--- src/design/tsct_pkg.sv ---
// Shared widths, constants and lookup functions for the Taylor sine/cosine/tangent block.
`timescale 1ns / 1ps
`default_nettype none

package tsct_pkg;

    localparam int FRAC_BITS = 14;

    // Port field widths
    localparam int ANGLE_W = 22;
    localparam int TRIG_W  = 18;
    localparam int TAN_W   = 32;

    // Internal widths
    localparam int X_W     = ANGLE_W + 2;          // reduction work width
    localparam int A_W     = FRAC_BITS + 2;        // folded magnitude, below 4.0
    localparam int P_W     = FRAC_BITS + 15;       // powers up to 3.14^9
    localparam int MUL_W   = P_W + 1;              // multiplier operand width
    localparam int PROD_W  = 2 * MUL_W;
    localparam int SUM_W   = P_W + 2;              // signed polynomial sum
    localparam int FACT_W  = 19;                   // 9! fits
    localparam int DIVD_W  = TRIG_W + FRAC_BITS + 1;
    localparam int DIVS_W  = TRIG_W;

    localparam int RED_STEPS = (ANGLE_W - 3 - FRAC_BITS > 0) ? (ANGLE_W - 3 - FRAC_BITS) : 1;

    localparam longint C628 = ((longint'(628) << FRAC_BITS) + 50) / 100;
    localparam longint C314 = ((longint'(314) << FRAC_BITS) + 50) / 100;

    localparam int TRIG_MAX = 2 ** (TRIG_W - 1) - 1;
    localparam int TRIG_MIN = -(2 ** (TRIG_W - 1));

    localparam longint ODD_F0  = 6;
    localparam longint ODD_F1  = 120;
    localparam longint ODD_F2  = 5040;
    localparam longint ODD_F3  = 362880;
    localparam longint EVEN_F0 = 2;
    localparam longint EVEN_F1 = 24;
    localparam longint EVEN_F2 = 720;
    localparam longint EVEN_F3 = 40320;

    // floor(2^MUL_W / d): quotient estimate is exact or one low
    localparam longint REC_ODD0  = (longint'(1) << MUL_W) / ODD_F0;
    localparam longint REC_ODD1  = (longint'(1) << MUL_W) / ODD_F1;
    localparam longint REC_ODD2  = (longint'(1) << MUL_W) / ODD_F2;
    localparam longint REC_ODD3  = (longint'(1) << MUL_W) / ODD_F3;
    localparam longint REC_EVEN0 = (longint'(1) << MUL_W) / EVEN_F0;
    localparam longint REC_EVEN1 = (longint'(1) << MUL_W) / EVEN_F1;
    localparam longint REC_EVEN2 = (longint'(1) << MUL_W) / EVEN_F2;
    localparam longint REC_EVEN3 = (longint'(1) << MUL_W) / EVEN_F3;

    typedef logic signed [ANGLE_W-1:0] angle_t;
    typedef logic signed [TRIG_W-1:0]  trig_t;
    typedef logic signed [TAN_W-1:0]   tan_t;

    function automatic logic [FACT_W-1:0] fact_of(input logic cos_sel, input logic [1:0] k);
        logic [FACT_W-1:0] d;
        case ({cos_sel, k})
            3'b000:  d = FACT_W'(ODD_F0);
            3'b001:  d = FACT_W'(ODD_F1);
            3'b010:  d = FACT_W'(ODD_F2);
            3'b011:  d = FACT_W'(ODD_F3);
            3'b100:  d = FACT_W'(EVEN_F0);
            3'b101:  d = FACT_W'(EVEN_F1);
            3'b110:  d = FACT_W'(EVEN_F2);
            default: d = FACT_W'(EVEN_F3);
        endcase
        return d;
    endfunction

    function automatic logic [MUL_W-1:0] recip_of(input logic cos_sel, input logic [1:0] k);
        logic [MUL_W-1:0] r;
        case ({cos_sel, k})
            3'b000:  r = MUL_W'(REC_ODD0);
            3'b001:  r = MUL_W'(REC_ODD1);
            3'b010:  r = MUL_W'(REC_ODD2);
            3'b011:  r = MUL_W'(REC_ODD3);
            3'b100:  r = MUL_W'(REC_EVEN0);
            3'b101:  r = MUL_W'(REC_EVEN1);
            3'b110:  r = MUL_W'(REC_EVEN2);
            default: r = MUL_W'(REC_EVEN3);
        endcase
        return r;
    endfunction

endpackage

`default_nettype wire

--- src/design/tsct_angle_if.sv ---
// Input channel: one angle item per handshake.
`timescale 1ns / 1ps
`default_nettype none

interface tsct_angle_if;
    import tsct_pkg::*;

    logic   valid;
    logic   ready;
    angle_t angle;

    modport source (output valid, output angle, input ready);
    modport sink   (input valid, input angle, output ready);
endinterface

`default_nettype wire

--- src/design/tsct_result_if.sv ---
// Output channel: sine, cosine, tangent and saturation flag per item.
`timescale 1ns / 1ps
`default_nettype none

interface tsct_result_if;
    import tsct_pkg::*;

    logic  valid;
    logic  ready;
    trig_t sine_value;
    trig_t cosine_value;
    tan_t  tangent_value;
    logic  tangent_saturated;

    modport source (output valid, output sine_value, output cosine_value,
                    output tangent_value, output tangent_saturated, input ready);
    modport sink   (input valid, input sine_value, input cosine_value,
                    input tangent_value, input tangent_saturated, output ready);
endinterface

`default_nettype wire

--- src/design/tsct_div.sv ---
// Restoring divider, one quotient bit per cycle.
`timescale 1ns / 1ps
`default_nettype none

module tsct_div (
    input  logic                        clk,
    input  logic                        rst_n,
    input  logic                        start,
    input  logic [tsct_pkg::DIVD_W-1:0] dividend,
    input  logic [tsct_pkg::DIVS_W-1:0] divisor,
    output logic                        done,
    output logic [tsct_pkg::DIVD_W-1:0] quotient
);
    import tsct_pkg::*;

    localparam int CNT_W = $clog2(DIVD_W + 1);

    logic              busy_reg, busy_next;
    logic              done_reg, done_next;
    logic [CNT_W-1:0]  cnt_reg, cnt_next;
    logic [DIVS_W-1:0] rem_reg, rem_next;
    logic [DIVD_W-1:0] quo_reg, quo_next;
    logic [DIVS_W-1:0] dvs_reg, dvs_next;

    logic [DIVS_W:0]   shifted;
    logic [DIVS_W:0]   diff;
    logic              fits;

    always_comb
    begin
        shifted   = {rem_reg, quo_reg[DIVD_W-1]};
        diff      = shifted - {1'b0, dvs_reg};
        fits      = (shifted >= {1'b0, dvs_reg});

        busy_next = busy_reg;
        done_next = 1'b0;
        cnt_next  = cnt_reg;
        rem_next  = rem_reg;
        quo_next  = quo_reg;
        dvs_next  = dvs_reg;

        if (start)
        begin
            busy_next = 1'b1;
            cnt_next  = CNT_W'(DIVD_W);
            rem_next  = '0;
            quo_next  = dividend;
            dvs_next  = divisor;
        end
        else if (busy_reg)
        begin
            rem_next = fits ? diff[DIVS_W-1:0] : shifted[DIVS_W-1:0];
            quo_next = {quo_reg[DIVD_W-2:0], fits};
            cnt_next = cnt_reg - 1'b1;
            if (cnt_reg == CNT_W'(1))
            begin
                busy_next = 1'b0;
                done_next = 1'b1;
            end
        end
    end

    always_ff @(posedge clk or negedge rst_n)
    begin
        if (!rst_n)
        begin
            busy_reg <= 1'b0;
            done_reg <= 1'b0;
            cnt_reg  <= '0;
        end
        else
        begin
            busy_reg <= busy_next;
            done_reg <= done_next;
            cnt_reg  <= cnt_next;
        end
    end

    always_ff @(posedge clk)
    begin
        rem_reg <= rem_next;
        quo_reg <= quo_next;
        dvs_reg <= dvs_next;
    end

    assign done     = done_reg;
    assign quotient = quo_reg;

endmodule

`default_nettype wire

--- src/design/taylor_sine_cosine_tangent_top.sv ---
// Top level: Taylor-series sine, cosine and tangent of one fixed-point angle.
//
//  channel   | dir | payload                                        | handshake
//  ----------+-----+------------------------------------------------+-------------
//  request   | in  | angle (Q7.14, signed 22b)                      | valid/ready
//  response  | out | sine_value, cosine_value (Q3.14, 18b),         | valid/ready
//            |     | tangent_value (Q17.14, 32b), tangent_saturated |
//
// One item at a time: 5 greedy period-reduction steps, then the sine and the
// cosine polynomial in turn on the shared multiply-add unit (setup, then 4
// terms through MUL1, MUL2, MULR, MULB, CORR and ACC), then a wait on the
// bit-serial tangent divider (33 quotient bits), skipped when the cosine is
// zero. request.ready is high only while idle.
// The result sits in an output register, so a new angle is taken while it waits.
// Reset (rst_n, async, active low) clears the sequencer and the output valid.
`timescale 1ns / 1ps
`default_nettype none

module taylor_sine_cosine_tangent_top (
    input  logic           clk,
    input  logic           rst_n,
    tsct_angle_if.sink     request,
    tsct_result_if.source  response
);
    import tsct_pkg::*;

    localparam logic [3:0] S_IDLE    = 4'd0;
    localparam logic [3:0] S_REDUCE  = 4'd1;
    localparam logic [3:0] S_FOLD    = 4'd2;
    localparam logic [3:0] S_INIT    = 4'd3;
    localparam logic [3:0] S_MUL1    = 4'd4;
    localparam logic [3:0] S_MUL2    = 4'd5;
    localparam logic [3:0] S_MULR    = 4'd6;
    localparam logic [3:0] S_MULB    = 4'd7;
    localparam logic [3:0] S_CORR    = 4'd8;
    localparam logic [3:0] S_ACC     = 4'd9;
    localparam logic [3:0] S_FIN     = 4'd10;
    localparam logic [3:0] S_DIVGO   = 4'd11;
    localparam logic [3:0] S_DIVWAIT = 4'd12;
    localparam logic [3:0] S_TAN     = 4'd13;
    localparam logic [3:0] S_OUT     = 4'd14;

    localparam int RK_W = (RED_STEPS > 1) ? $clog2(RED_STEPS) : 1;
    localparam int Q_W  = ((DIVD_W > TAN_W) ? DIVD_W : TAN_W) + 1;

    localparam logic [PROD_W-1:0] RND_C   = PROD_W'(longint'(1) << (FRAC_BITS - 1));
    localparam logic [P_W-1:0]    ONE_P   = P_W'(longint'(1) << FRAC_BITS);
    localparam logic [Q_W-1:0]    POS_LIM = Q_W'((longint'(1) << (TAN_W - 1)) - 1);
    localparam logic [Q_W-1:0]    NEG_LIM = Q_W'(longint'(1) << (TAN_W - 1));

    // Sequencer and control
    logic [3:0]            state_reg, state_next;
    logic [RK_W-1:0]       red_k_reg, red_k_next;
    logic                  poly_cos_reg, poly_cos_next;
    logic [1:0]            k_reg, k_next;
    logic                  out_valid_reg, out_valid_next;

    // Datapath
    logic signed [X_W-1:0]   x_reg, x_next;
    logic [A_W-1:0]          a_sin_reg, a_sin_next;
    logic [A_W-1:0]          a_cos_reg, a_cos_next;
    logic                    sin_neg_reg, sin_neg_next;
    logic [P_W-1:0]          p_reg, p_next;
    logic [MUL_W-1:0]        n_reg, n_next;
    logic [P_W-1:0]          q0_reg, q0_next;
    logic [P_W-1:0]          term_reg, term_next;
    logic signed [SUM_W-1:0] sum_reg, sum_next;
    logic [PROD_W-1:0]       prod_reg, prod_next;
    trig_t                   s_reg, s_next;
    trig_t                   c_reg, c_next;
    tan_t                    tan_reg, tan_next;
    logic                    sat_reg, sat_next;
    trig_t                   sine_out_reg, sine_out_next;
    trig_t                   cos_out_reg, cos_out_next;
    tan_t                    tan_out_reg, tan_out_next;
    logic                    sat_out_reg, sat_out_next;

    // Combinational helpers
    logic signed [X_W-1:0] red_m, red_sub, red_add;
    logic signed [X_W-1:0] c314, c314x2, xs, xc;
    logic [X_W-1:0]        xs_abs, xc_abs;
    logic [A_W-1:0]        a_cur;
    logic [FACT_W-1:0]     fact_d, half_d;
    logic [MUL_W-1:0]      recip;
    logic [MUL_W-1:0]      mul_a, mul_b;
    logic [PROD_W-1:0]     mul_c;
    logic [MUL_W-1:0]      n_cur, n_less_half, rem;
    logic                  rem_ge;
    logic signed [SUM_W-1:0] term_ext, sum_neg;
    logic [TRIG_W-1:0]     s_abs, c_abs;
    logic                  div_start, div_done;
    logic [DIVD_W-1:0]     dividend, div_quo;
    logic [Q_W-1:0]        q_ext, q_lim, q_negd;
    logic                  tan_neg, q_over;

    function automatic trig_t clamp_trig(input logic signed [SUM_W-1:0] v);
        trig_t r;
        if (v > SUM_W'(TRIG_MAX))
            r = TRIG_W'(TRIG_MAX);
        else if (v < SUM_W'(TRIG_MIN))
            r = TRIG_W'(TRIG_MIN);
        else
            r = v[TRIG_W-1:0];
        return r;
    endfunction

    // Period reduction: greedy subtraction (addition for negative angles) of C628 * 2^k, k descending
    always_comb
    begin
        red_m   = X_W'(C628) <<< red_k_reg;
        red_sub = x_reg - red_m;
        red_add = x_reg + red_m;
    end

    // Folds about C314, separate for sine and cosine
    always_comb
    begin
        c314   = X_W'(C314);
        c314x2 = X_W'(2 * C314);
        xs = x_reg;
        if (x_reg > c314)
            xs = c314 - x_reg;
        else if (x_reg < -c314)
            xs = -x_reg - c314;
        xc = x_reg;
        if (x_reg > c314)
            xc = c314x2 - x_reg;
        else if (x_reg < -c314)
            xc = x_reg + c314x2;
        xs_abs = xs[X_W-1] ? -xs : xs;
        xc_abs = xc[X_W-1] ? -xc : xc;
    end

    // Shared multiply-add operand selection
    always_comb
    begin
        a_cur  = poly_cos_reg ? a_cos_reg : a_sin_reg;
        fact_d = fact_of(poly_cos_reg, k_reg);
        half_d = fact_d >> 1;
        recip  = recip_of(poly_cos_reg, k_reg);
        mul_a  = '0;
        mul_b  = '0;
        mul_c  = '0;
        case (state_reg)
            S_MUL1:
            begin
                mul_a = MUL_W'(p_reg);
                mul_b = MUL_W'(a_cur);
                mul_c = RND_C;
            end
            S_MUL2:
            begin
                // d/2 folded in above the rounding point: gives p + d/2 directly
                mul_a = MUL_W'(prod_reg[FRAC_BITS +: P_W]);
                mul_b = MUL_W'(a_cur);
                mul_c = RND_C + (PROD_W'(half_d) << FRAC_BITS);
            end
            S_MULR:
            begin
                mul_a = prod_reg[FRAC_BITS +: MUL_W];
                mul_b = recip;
            end
            S_MULB:
            begin
                mul_a = prod_reg[MUL_W +: MUL_W];
                mul_b = MUL_W'(fact_d);
            end
            default:
            begin
                mul_a = '0;
            end
        endcase
        prod_next = PROD_W'(mul_a) * PROD_W'(mul_b) + mul_c;
    end

    always_comb
    begin
        n_cur       = prod_reg[FRAC_BITS +: MUL_W];
        n_less_half = n_cur - MUL_W'(half_d);
        rem         = n_reg - prod_reg[MUL_W-1:0];
        rem_ge      = (rem >= MUL_W'(fact_d));
        term_ext    = $signed({2'b00, term_reg});
        sum_neg     = -sum_reg;
        s_abs       = s_reg[TRIG_W-1] ? TRIG_W'(-s_reg) : TRIG_W'(s_reg);
        c_abs       = c_reg[TRIG_W-1] ? TRIG_W'(-c_reg) : TRIG_W'(c_reg);
        dividend    = (DIVD_W'(s_abs) << FRAC_BITS) + DIVD_W'(c_abs >> 1);
        q_ext       = Q_W'(div_quo);
        tan_neg     = s_reg[TRIG_W-1] ^ c_reg[TRIG_W-1];
        q_over      = tan_neg ? (q_ext > NEG_LIM) : (q_ext > POS_LIM);
        q_lim       = q_over ? (tan_neg ? NEG_LIM : POS_LIM) : q_ext;
        q_negd      = -q_lim;
    end

    // Sequencer
    always_comb
    begin
        state_next     = state_reg;
        red_k_next     = red_k_reg;
        poly_cos_next  = poly_cos_reg;
        k_next         = k_reg;
        out_valid_next = out_valid_reg & ~response.ready;
        x_next         = x_reg;
        a_sin_next     = a_sin_reg;
        a_cos_next     = a_cos_reg;
        sin_neg_next   = sin_neg_reg;
        p_next         = p_reg;
        n_next         = n_reg;
        q0_next        = q0_reg;
        term_next      = term_reg;
        sum_next       = sum_reg;
        s_next         = s_reg;
        c_next         = c_reg;
        tan_next       = tan_reg;
        sat_next       = sat_reg;
        sine_out_next  = sine_out_reg;
        cos_out_next   = cos_out_reg;
        tan_out_next   = tan_out_reg;
        sat_out_next   = sat_out_reg;
        div_start      = 1'b0;

        case (state_reg)
            S_IDLE:
            begin
                if (request.valid)
                begin
                    x_next        = X_W'(request.angle);
                    red_k_next    = RK_W'(RED_STEPS - 1);
                    poly_cos_next = 1'b0;
                    state_next    = S_REDUCE;
                end
            end
            S_REDUCE:
            begin
                if (x_reg > 0 && red_sub > 0)
                    x_next = red_sub;
                else if (x_reg < 0 && red_add < 0)
                    x_next = red_add;
                if (red_k_reg == '0)
                    state_next = S_FOLD;
                else
                    red_k_next = red_k_reg - 1'b1;
            end
            S_FOLD:
            begin
                a_sin_next   = xs_abs[A_W-1:0];
                a_cos_next   = xc_abs[A_W-1:0];
                sin_neg_next = xs[X_W-1];
                state_next   = S_INIT;
            end
            S_INIT:
            begin
                p_next     = poly_cos_reg ? ONE_P : P_W'(a_sin_reg);
                sum_next   = poly_cos_reg ? $signed(SUM_W'(ONE_P))
                                          : $signed(SUM_W'(a_sin_reg));
                k_next     = 2'd0;
                state_next = S_MUL1;
            end
            S_MUL1:
            begin
                state_next = S_MUL2;
            end
            S_MUL2:
            begin
                state_next = S_MULR;
            end
            S_MULR:
            begin
                n_next     = n_cur;
                p_next     = n_less_half[P_W-1:0];
                state_next = S_MULB;
            end
            S_MULB:
            begin
                q0_next    = prod_reg[MUL_W +: P_W];
                state_next = S_CORR;
            end
            S_CORR:
            begin
                // estimate is exact or one low
                term_next  = q0_reg + P_W'(rem_ge);
                state_next = S_ACC;
            end
            S_ACC:
            begin
                sum_next = k_reg[0] ? (sum_reg + term_ext) : (sum_reg - term_ext);
                if (k_reg == 2'd3)
                    state_next = S_FIN;
                else
                begin
                    k_next     = k_reg + 1'b1;
                    state_next = S_MUL1;
                end
            end
            S_FIN:
            begin
                if (!poly_cos_reg)
                begin
                    s_next        = clamp_trig(sin_neg_reg ? sum_neg : sum_reg);
                    poly_cos_next = 1'b1;
                    state_next    = S_INIT;
                end
                else
                begin
                    c_next     = clamp_trig(sum_reg);
                    state_next = S_DIVGO;
                end
            end
            S_DIVGO:
            begin
                if (c_reg == '0)
                begin
                    tan_next   = s_reg[TRIG_W-1] ? TAN_W'(NEG_LIM) : TAN_W'(POS_LIM);
                    sat_next   = 1'b1;
                    state_next = S_OUT;
                end
                else
                begin
                    div_start  = 1'b1;
                    state_next = S_DIVWAIT;
                end
            end
            S_DIVWAIT:
            begin
                if (div_done)
                    state_next = S_TAN;
            end
            S_TAN:
            begin
                tan_next   = tan_neg ? q_negd[TAN_W-1:0] : q_lim[TAN_W-1:0];
                sat_next   = q_over;
                state_next = S_OUT;
            end
            S_OUT:
            begin
                if (!out_valid_reg || response.ready)
                begin
                    sine_out_next  = s_reg;
                    cos_out_next   = c_reg;
                    tan_out_next   = tan_reg;
                    sat_out_next   = sat_reg;
                    out_valid_next = 1'b1;
                    state_next     = S_IDLE;
                end
            end
            default:
            begin
                state_next = S_IDLE;
            end
        endcase
    end

    always_ff @(posedge clk or negedge rst_n)
    begin
        if (!rst_n)
        begin
            state_reg     <= S_IDLE;
            red_k_reg     <= '0;
            poly_cos_reg  <= 1'b0;
            k_reg         <= '0;
            out_valid_reg <= 1'b0;
        end
        else
        begin
            state_reg     <= state_next;
            red_k_reg     <= red_k_next;
            poly_cos_reg  <= poly_cos_next;
            k_reg         <= k_next;
            out_valid_reg <= out_valid_next;
        end
    end

    always_ff @(posedge clk)
    begin
        x_reg        <= x_next;
        a_sin_reg    <= a_sin_next;
        a_cos_reg    <= a_cos_next;
        sin_neg_reg  <= sin_neg_next;
        p_reg        <= p_next;
        n_reg        <= n_next;
        q0_reg       <= q0_next;
        term_reg     <= term_next;
        sum_reg      <= sum_next;
        prod_reg     <= prod_next;
        s_reg        <= s_next;
        c_reg        <= c_next;
        tan_reg      <= tan_next;
        sat_reg      <= sat_next;
        sine_out_reg <= sine_out_next;
        cos_out_reg  <= cos_out_next;
        tan_out_reg  <= tan_out_next;
        sat_out_reg  <= sat_out_next;
    end

    // Tangent quotient: (|s| << FRAC_BITS + |c|/2) / |c|
    tsct_div u_div (
        .clk      (clk),
        .rst_n    (rst_n),
        .start    (div_start),
        .dividend (dividend),
        .divisor  (c_abs),
        .done     (div_done),
        .quotient (div_quo)
    );

    assign request.ready              = (state_reg == S_IDLE);
    assign response.valid             = out_valid_reg;
    assign response.sine_value        = sine_out_reg;
    assign response.cosine_value      = cos_out_reg;
    assign response.tangent_value     = tan_out_reg;
    assign response.tangent_saturated = sat_out_reg;

`ifndef SYNTH
    // Reduced angle lies within one period either side of zero
    a_reduce_range: assert property (@(posedge clk) disable iff (!rst_n)
        state_reg == S_FOLD |-> (x_reg <= X_W'(C628)) && (x_reg >= -X_W'(C628)))
        else $error("reduced angle outside period range");

    // Divider finishes only while the sequencer waits for it
    a_div_done_wait: assert property (@(posedge clk) disable iff (!rst_n)
        div_done |-> state_reg == S_DIVWAIT)
        else $error("divider done outside wait state");

    // Zero cosine always flags the tangent
    a_cos_zero_sat: assert property (@(posedge clk) disable iff (!rst_n)
        response.valid && response.cosine_value == '0 |-> response.tangent_saturated)
        else $error("zero cosine without saturation flag");

    // Unsaturated nonzero tangent carries the sign of sine over cosine
    a_tan_sign: assert property (@(posedge clk) disable iff (!rst_n)
        response.valid && !response.tangent_saturated && response.tangent_value != '0
        |-> response.tangent_value[TAN_W-1] ==
            (response.sine_value[TRIG_W-1] ^ response.cosine_value[TRIG_W-1]))
        else $error("tangent sign mismatch");
`endif

endmodule

`default_nettype wire

--- src/flat_wrapper.sv ---
// flat-port wrapper written by rule: the top's interface ports become plain ports
module taylor_sine_cosine_tangent_top_flat import tsct_pkg::*;
  (clk, rst_n, request_valid, request_angle, request_ready, response_valid, response_sine_value, response_cosine_value, response_tangent_value, response_tangent_saturated, response_ready);
  tsct_angle_if request_i ();
  tsct_result_if response_i ();
  input  logic clk;
  input  logic rst_n;
  input wire logic [$bits(request_i.valid)-1:0] request_valid;
  input wire logic [$bits(request_i.angle)-1:0] request_angle;
  output wire logic [$bits(request_i.ready)-1:0] request_ready;
  output wire logic [$bits(response_i.valid)-1:0] response_valid;
  output wire logic [$bits(response_i.sine_value)-1:0] response_sine_value;
  output wire logic [$bits(response_i.cosine_value)-1:0] response_cosine_value;
  output wire logic [$bits(response_i.tangent_value)-1:0] response_tangent_value;
  output wire logic [$bits(response_i.tangent_saturated)-1:0] response_tangent_saturated;
  input wire logic [$bits(response_i.ready)-1:0] response_ready;
  assign request_i.valid = request_valid;
  assign request_i.angle = request_angle;
  assign request_ready = request_i.ready;
  assign response_valid = response_i.valid;
  assign response_sine_value = response_i.sine_value;
  assign response_cosine_value = response_i.cosine_value;
  assign response_tangent_value = response_i.tangent_value;
  assign response_tangent_saturated = response_i.tangent_saturated;
  assign response_i.ready = response_ready;
  taylor_sine_cosine_tangent_top u_core (.clk(clk), .rst_n(rst_n), .request(request_i), .response(response_i));
endmodule
--- config.mk ---
export PLATFORM = sky130hd
export DESIGN_NAME = taylor_sine_cosine_tangent_top_flat
export DESIGN_NICKNAME = d
export VERILOG_FILES = /design/src/design/tsct_pkg.sv /design/src/design/tsct_angle_if.sv /design/src/design/tsct_result_if.sv /design/src/design/tsct_div.sv /design/src/design/taylor_sine_cosine_tangent_top.sv /design/src/flat_wrapper.sv
export SDC_FILE = /design/constraint.sdc
export NUM_CORES = 2
export LEC_CHECK = 0
export BUFFER_PORTS_ARGS = -buffer_cell sky130_fd_sc_hd__buf_2
export CELL_PAD_IN_SITES_DETAIL_PLACEMENT = 0
export CELL_PAD_IN_SITES_GLOBAL_PLACEMENT = 1
export CORE_MARGIN = 8
export CORE_UTILIZATION = 40
export CTS_CLUSTER_DIAMETER = 80
export CTS_CLUSTER_SIZE = 40
export DETAILED_ROUTE_END_ITERATION = 7
export PLACE_DENSITY_LB_ADDON = 0.2
export SLEW_MARGIN = 20
export SYNTH_ARGS = -nofsm -noshare
export SYNTH_HDL_FRONTEND = slang
export SYNTH_SLANG_ARGS = --single-unit
export TNS_END_PERCENT = 20
--- constraint.sdc ---
create_clock -name clk -period 12.5 [get_ports clk]
set_input_delay 0.625 -clock clk [delete_from_list [all_inputs] [get_ports clk]]
set_output_delay 0.625 -clock clk [all_outputs]
set_load 0.01 [all_outputs]
## Word level (Yosys, flattened, before mapping)

Index checks and enable logic that the tools add are counted.

| storage, ports and cells | value |
|---|---|
| bits in registers | 491 |
| output and inout bits | 71 |
| word-level logic and storage cells | 193 |

| cells by class | value |
|---|---|
| add/subtract/negate cells | 25 |
| multipliers | 1 |
| $lt $le $gt $ge | 14 |
| equal/unequal tests | 30 |
| shift operators | 1 |
| muxes and demuxes | 65 |
| bitwise logic cells | 4 |
| reductions and logical operators | 24 |

Operator list:

| operator | number |
|---|---|
| one-hot mux 30 bit (7 select lines) | 1 |
| 2-to-1 mux 24 bit | 7 |
| 2-to-1 mux 32 bit | 5 |
| one-hot mux 19 bit (7 select lines) | 1 |
| one-hot mux 30 bit (4 select lines) | 1 |
| one-hot mux 60 bit (2 select lines) | 1 |
| 2-to-1 mux 18 bit | 5 |
| one-hot mux 30 bit (3 select lines) | 1 |
| 2-to-1 mux 16 bit | 5 |
| 2-to-1 mux 33 bit | 2 |
| one-hot mux 32 bit (2 select lines) | 1 |
| greater-than comparator 31 x 18 -> 1 bit (second input constant) | 2 |
| < comparator 31 x 18 -> 1 bit (second input constant) | 2 |
| 2-to-1 mux 31 bit | 2 |
| one-hot mux 31 bit (2 select lines) | 1 |
| adder 60 bit | 1 |
| multiplier 30 x 30 -> 60 bit | 1 |
| one-hot mux 4 bit (15 select lines) | 1 |
| one-hot mux 29 bit (2 select lines) | 1 |
| greater-than comparator 24 x 1 -> 1 bit (second input constant) | 2 |
| < comparator 24 x 1 -> 1 bit (second input constant) | 2 |
| one-hot mux 24 bit (2 select lines) | 1 |
| negation 18 bit | 2 |
| adder 14 x 32 -> 33 bit (first input constant) | 1 |
| other kinds (61) | 115 |

## Depth between registers and ports, before layout

| depth | value |
|---|---|
| depth in word-level cells | 7 |
| mapped depth | 41 |

## Hierarchy

Synthesis repeated with hierarchy kept, for this count alone.

| unflattened totals | value |
|---|---|
| cell total of the unflattened synthesis | 6574 |
| area total of the unflattened synthesis | 59206.8 µm² |

Modules (own cells, without submodules):

| module | times used | cells an instance | area each (µm²) | seq. area each (µm²) |
|---|---|---|---|---|
| taylor_sine_cosine_tangent_top | 1 | 6212 | 54977.7 | 11746.3 |
| tsct_div | 1 | 362 | 4229.1 | 2092.0 |

## Least setup slack after synthesis

No wires, ideal clock.

| timing | value |
|---|---|
| kind | reg2reg |
| start point | reg u_core.state_reg[0] |
| end point | reg u_core.prod_reg[59] |
| arrival time | 9.680 ns |
| required time | 12.380 ns |
| path slack | 2.700 ns |
| cell stages (with the launch flop) | 35 |
| cells stage by stage | dfrtp_1 > clkbuf_1 > and2_1 > nand2_1 > clkinv_1 > a21oi_1 > o2111a_1 > clkbuf_1 > nor2_1 > fa_1 > fa_1 > fa_1 > inv_1 > fa_1 > inv_1 > fa_1 > inv_1 > fa_1 > inv_1 > fa_1 > inv_1 > fa_1 > inv_1 > ha_1 > a21o_1 > a21o_1 > a221o_1 > a31o_2 > a21oi_1 > o21ai_0 > o2111ai_1 > a311oi_1 > a21bo_2 > a21oi_1 > xnor2_1 |

| between the ends | value |
|---|---|
| cells in the longest elaborated chain, start to end | 5 |
| elaborated cells on any way between the ends | 10 |
| those cells by class | 1 x add/sub; 1 x mul; 4 x eq/ne; 3 x mux; 1 x reduce/logical |

RTL lines:

| what | line | text |
|---|---|---|
| start: declaration | taylor_sine_cosine_tangent_top.sv:52 | `logic [3:0] state_reg, state_next;` |
| start signal: assignment | taylor_sine_cosine_tangent_top.sv:364 | `state_reg <= state_next;` |
| == test 4 x 3 -> 1 bit | taylor_sine_cosine_tangent_top.sv:144 | `case (state_reg)` |
| OR reduction 2 bit (no source line) | n/a |  |
| one-hot mux 30 bit (3 select lines) | taylor_sine_cosine_tangent_top.sv:144 |  |
| multiplier 30 x 30 -> 60 bit | taylor_sine_cosine_tangent_top.sv:173 | `prod_next = PROD_W'(mul_a) * PROD_W'(mul_b) + mul_c;` |
| adder 60 bit (*) | taylor_sine_cosine_tangent_top.sv:173 |  |
| named net u_core.prod_next[59] | taylor_sine_cosine_tangent_top.sv:68 | `logic [PROD_W-1:0] prod_reg, prod_next;` |
| end signal: assignment | taylor_sine_cosine_tangent_top.sv:383 | `prod_reg <= prod_next;` |
| end: declaration | taylor_sine_cosine_tangent_top.sv:68 |  |

The timed path passes the listed nets; every way through them passes the cells marked *.
A chain may end at the register's enable or synchronous reset.

## Worst setup path in the final report

| timing | value |
|---|---|
| start point | reg u_core.k_reg[0] |
| end point | reg u_core.prod_reg[44] |

| between the ends | value |
|---|---|
| cells in the longest elaborated chain, start to end | 5 |
| elaborated cells on any way between the ends | 14 |
| those cells by class | 2 x add/sub; 1 x mul; 6 x eq/ne; 4 x mux; 1 x reduce/logical |

RTL lines:

| what | line | text |
|---|---|---|
| start: declaration | taylor_sine_cosine_tangent_top.sv:55 | `logic [1:0] k_reg, k_next;` |
| start signal: assignment | taylor_sine_cosine_tangent_top.sv:367 | `k_reg <= k_next;` |
| == test 3 bit, or another cell as far along | tsct_pkg.sv:58, tsct_pkg.sv:73 |  |
| one-hot mux 19 bit (7 select lines) / one-hot mux 30 bit (7 select lines) (equally long branches) | tsct_pkg.sv:58, tsct_pkg.sv:73 |  |
| one-hot mux 30 bit (3 select lines) / adder 14 x 32 -> 33 bit (equally long branches) | taylor_sine_cosine_tangent_top.sv:144, taylor_sine_cosine_tangent_top.sv:156 |  |
| multiplier 30 x 30 -> 60 bit / one-hot mux 60 bit (2 select lines) (equally long branches) | taylor_sine_cosine_tangent_top.sv:173, taylor_sine_cosine_tangent_top.sv:144 |  |
| adder 60 bit (*) | taylor_sine_cosine_tangent_top.sv:173 |  |
| named net u_core.prod_next[44] | taylor_sine_cosine_tangent_top.sv:68 |  |

Marked as above.

==> out/qor.txt <==
DRC -> 0
Pwr Total -> 0.00313 W
Worst Tran Pin Value -> 1.08 ns
Grt total ovfl -> 0
Post-DRT Antenna Nets -> 0
Chip height -> 399 um
RSZ-0062 raised after global routing -> false
CTS root buffer -> clkbuf_16
Crit. End Element -> register
Synthesized area -> 58600 um^2
Crit Path Class -> reg2reg
NetSw -> 0.000822 W
P_leak -> 28.6 nW
# rows -> 140
Top FF cell, synth -> edfxtp_1
Area contributors post-synth -> fa_1 23%, edfxtp_1 20%, ha_1 11%
Buffer depth of the longest clock path -> 3
Pwr Density -> 50.0 nW/um^2
Synth Area in XOR/XNOR -> 5.12%
First-pass GRT wire length -> 288000 um
Number of synthesized flops with an enable pin -> 393
Setup TNS -> 0 ns
Post-route insts no fill -> 8394
CTS Buf Count -> 23
GP Congestion -> 0.916
Register-to-Register Path Depth -> 36
Place WS -> 1.41 ns
Filler Cell Count -> 14500
Routed via count -> 46100
Post-synthesis mux area share -> 1.06%
Final WS setup -> 1.25 ns
Number of synthesis warnings -> 0
Period Utilization, post-route -> 90.0%
WP data arrival -> 11.76 ns
Clk pwr share -> 33.7%
Vias in the first global route -> 45600
Hold WC Path Type -> in2async
Fin nets -> 7694
Slowest-stage cell, CP -> o21ai_0
TritonCTS clock tree -> done
Antenna violations before repair -> 11
Core area -> 146000 um^2
Fmax -> 88.9 MHz
Most frequent cells after synthesis -> 971 x inv_1, 751 x nand2_1, 689 x nor2_1
Status -> finished clean
Syn_nets -> 7700
HPWL Detailed -> 154000 um
Pre-antenna DRT Iters -> 5
Sequential area share after synthesis -> 23.6%
GR Util All Layers -> 23.6%
Netlist cell types -> 110
Slew headroom -> 27.9%
Num Clock Sinks -> 490
Setup-failing EPs final -> 0
Yosys reg bits -> 490
Final slew viol count -> 0
Full die area -> 159000 um^2
Clock skew -> 0.0403 ns
CP Launch Type -> register
Largest register FFs -> 60
Largest family of logic cells by synthesized area -> adder cells
Tmin final -> 11.25 ns
Worst Path Required -> 13.01 ns
Switching Fraction -> 26.3%
Post-CTS sizing -> 0
CP Max Fanout -> 22
Async set or reset register ratio after synthesis -> 3.88%
Most frequent CP cell -> fa_1
Post-synth top area share -> 23.3%
DR iter-0 viols -> 4156
Max incr delay on CP -> 0.81 ns
Worst vdd ir -> 0.0906 mV
Latest clock arrival within the worst-skew pair -> 0.63 ns
Placed cell count -> 8350
Most instantiated library cell after synthesis -> inv_1
Cells after Synth -> 6465
Clock slew at reported path FFs -> 0.14 ns
Synth Area in Adders -> 34.5%
Number of H-tree levels -> 1
IO Count -> 97
Area growth syn-to-layout -> 6.76%
Setup bufs post-CTS -> 0
Design area -> 62600 um^2
Routed len/inst -> 22.9 um
Internal power -> 0.00231 W
Compound-gate portion of the synthesized area -> 12.1%
Via/cell ratio -> 5.49
Logic pwr share -> 8.5%
Final hold violation count -> 0
Starting density of the core -> 40.3%
Share of cells above drive strength 1 -> 5.99%
Register share of total power -> 57.7%
Largest net degree at the start of global routing -> 75
Avg Cell Area, Syn -> 9.07 um^2
Overall routed net length -> 192000 um
CTS Hold Buffers Added -> 0
Synth Area in Simple Gates -> 15.5%
Max Cap Viol -> 0
Post-DP Area -> 61600 um^2
PortBufs -> 96
Die W -> 399 um
Largest area contributor in the netlist -> fa_1
==> layout make-up <==
type                    count  area [um^2]  area share, %
multi-input cells        4741        40300           64.3
flip-flops and latches    490        13800           22.1
inverters                 972         3650           5.83
well taps                1917         2400           3.83
repair buffers            231         1510           2.42
clock buffers              24          579          0.925
clock inverters            18          374          0.598
diodes                      1         2.50        0.00400
==> worst max-delay path, delay by kind of cell (launching register included) <==
kind | cells | cell delay, ns
buffers and inverters | 9 | 1.42
adder cells (fa/ha/maj) | 10 | 4.91
AO/OA/AOI/OAI | 9 | 2.75
flip-flops | 1 | 0.48
AND/OR/NAND/NOR | 8 | 1.56
==> layer usage <==
layer / up-vias / track usage (%) / share of wire, %
met1: 23100 / 33.3 / 45
li1: 21300 / - / -
met4: 4 / 5.69 / 2.9
met3: 278 / 2.69 / 6.1
met2: 1426 / 38.7 / 46
met5: - / 0 / 0.011
==> logic make-up (layout without fill, tap and decap cells) <==
logic type               Yosys count  after routing
AO/OA/AOI/OAI                   1099           1099
XOR/XNOR                         343            343
adder cells (fa/ha/maj)         1209           1209
buffers and inverters           1234           1245
flip-flops                       490            490
multiplexers                      59             59
other                              1              2
AND/OR/NAND/NOR                 2030           2030
==> final timing paths <==
kind | startpoint | end | slack [ns]
max | u_core.k_reg[0] | u_core.prod_reg[44] | 1.25
min | rst_n | u_core.u_div.cnt_reg[0] | 0.03
max reg2reg | u_core.k_reg[0] | u_core.prod_reg[44] | 1.25
min reg2reg | u_core.tan_reg[0] | u_core.response.tangent_value[0] | 0.43
max in group asynchronous | rst_n | u_core.poly_cos_reg | 11.96
min in group clk | request_angle[1] | u_core.x_reg[1] | 0.27
==> layout by cell type, fill, tap and decap left out, types with 23 or more instances in the layout <==
cell type	count
buf_4	134
nand4_1	38
nor4_1	28
inv_1	969
mux2i_1	45
o22ai_1	23
xnor2_1	212
a31oi_1	55
a21oi_1	248
o31ai_1	40
nand2b_1	66
buf_2	96
or3_1	37
fa_1	684
edfxtp_1	393
and3_1	31
o21a_1	35
clkbuf_16	23
and2_1	29
a211oi_1	24
o21ai_0	282
nand2_1	750
a21o_1	104
o21ai_1	33
dfxtp_1	78
ha_1	525
xor2_1	131
nor3_1	82
nor2_1	683
nor2b_1	53
nand3_1	101
o21bai_1	24
==> power by group through the flow <==
stage               Sequential, W  Clock [W]  Combinational [W]
CTS                       0.00181    0.00109           0.000268
finish                    0.00181    0.00106           0.000267
detailed placement        0.00184          0           0.000267
global route              0.00181    0.00114           0.000302
floorplan                 0.00184          0           0.000217
global placement          0.00184          0           0.000263
==> metrics by stage <==
step / hold WS (ns) / util (%)
6_report: 0.0339 / 43.0
4_1_cts: 0.000899 / 43.0
3_3_place_gp: 0.404 / 42.3
3_5_place_dp: 0.405 / 42.3
2_1_floorplan: 0.329 / -
5_1_grt: 0.0281 / 43.0
Note: power is estimated with default switching activity, not from simulation.
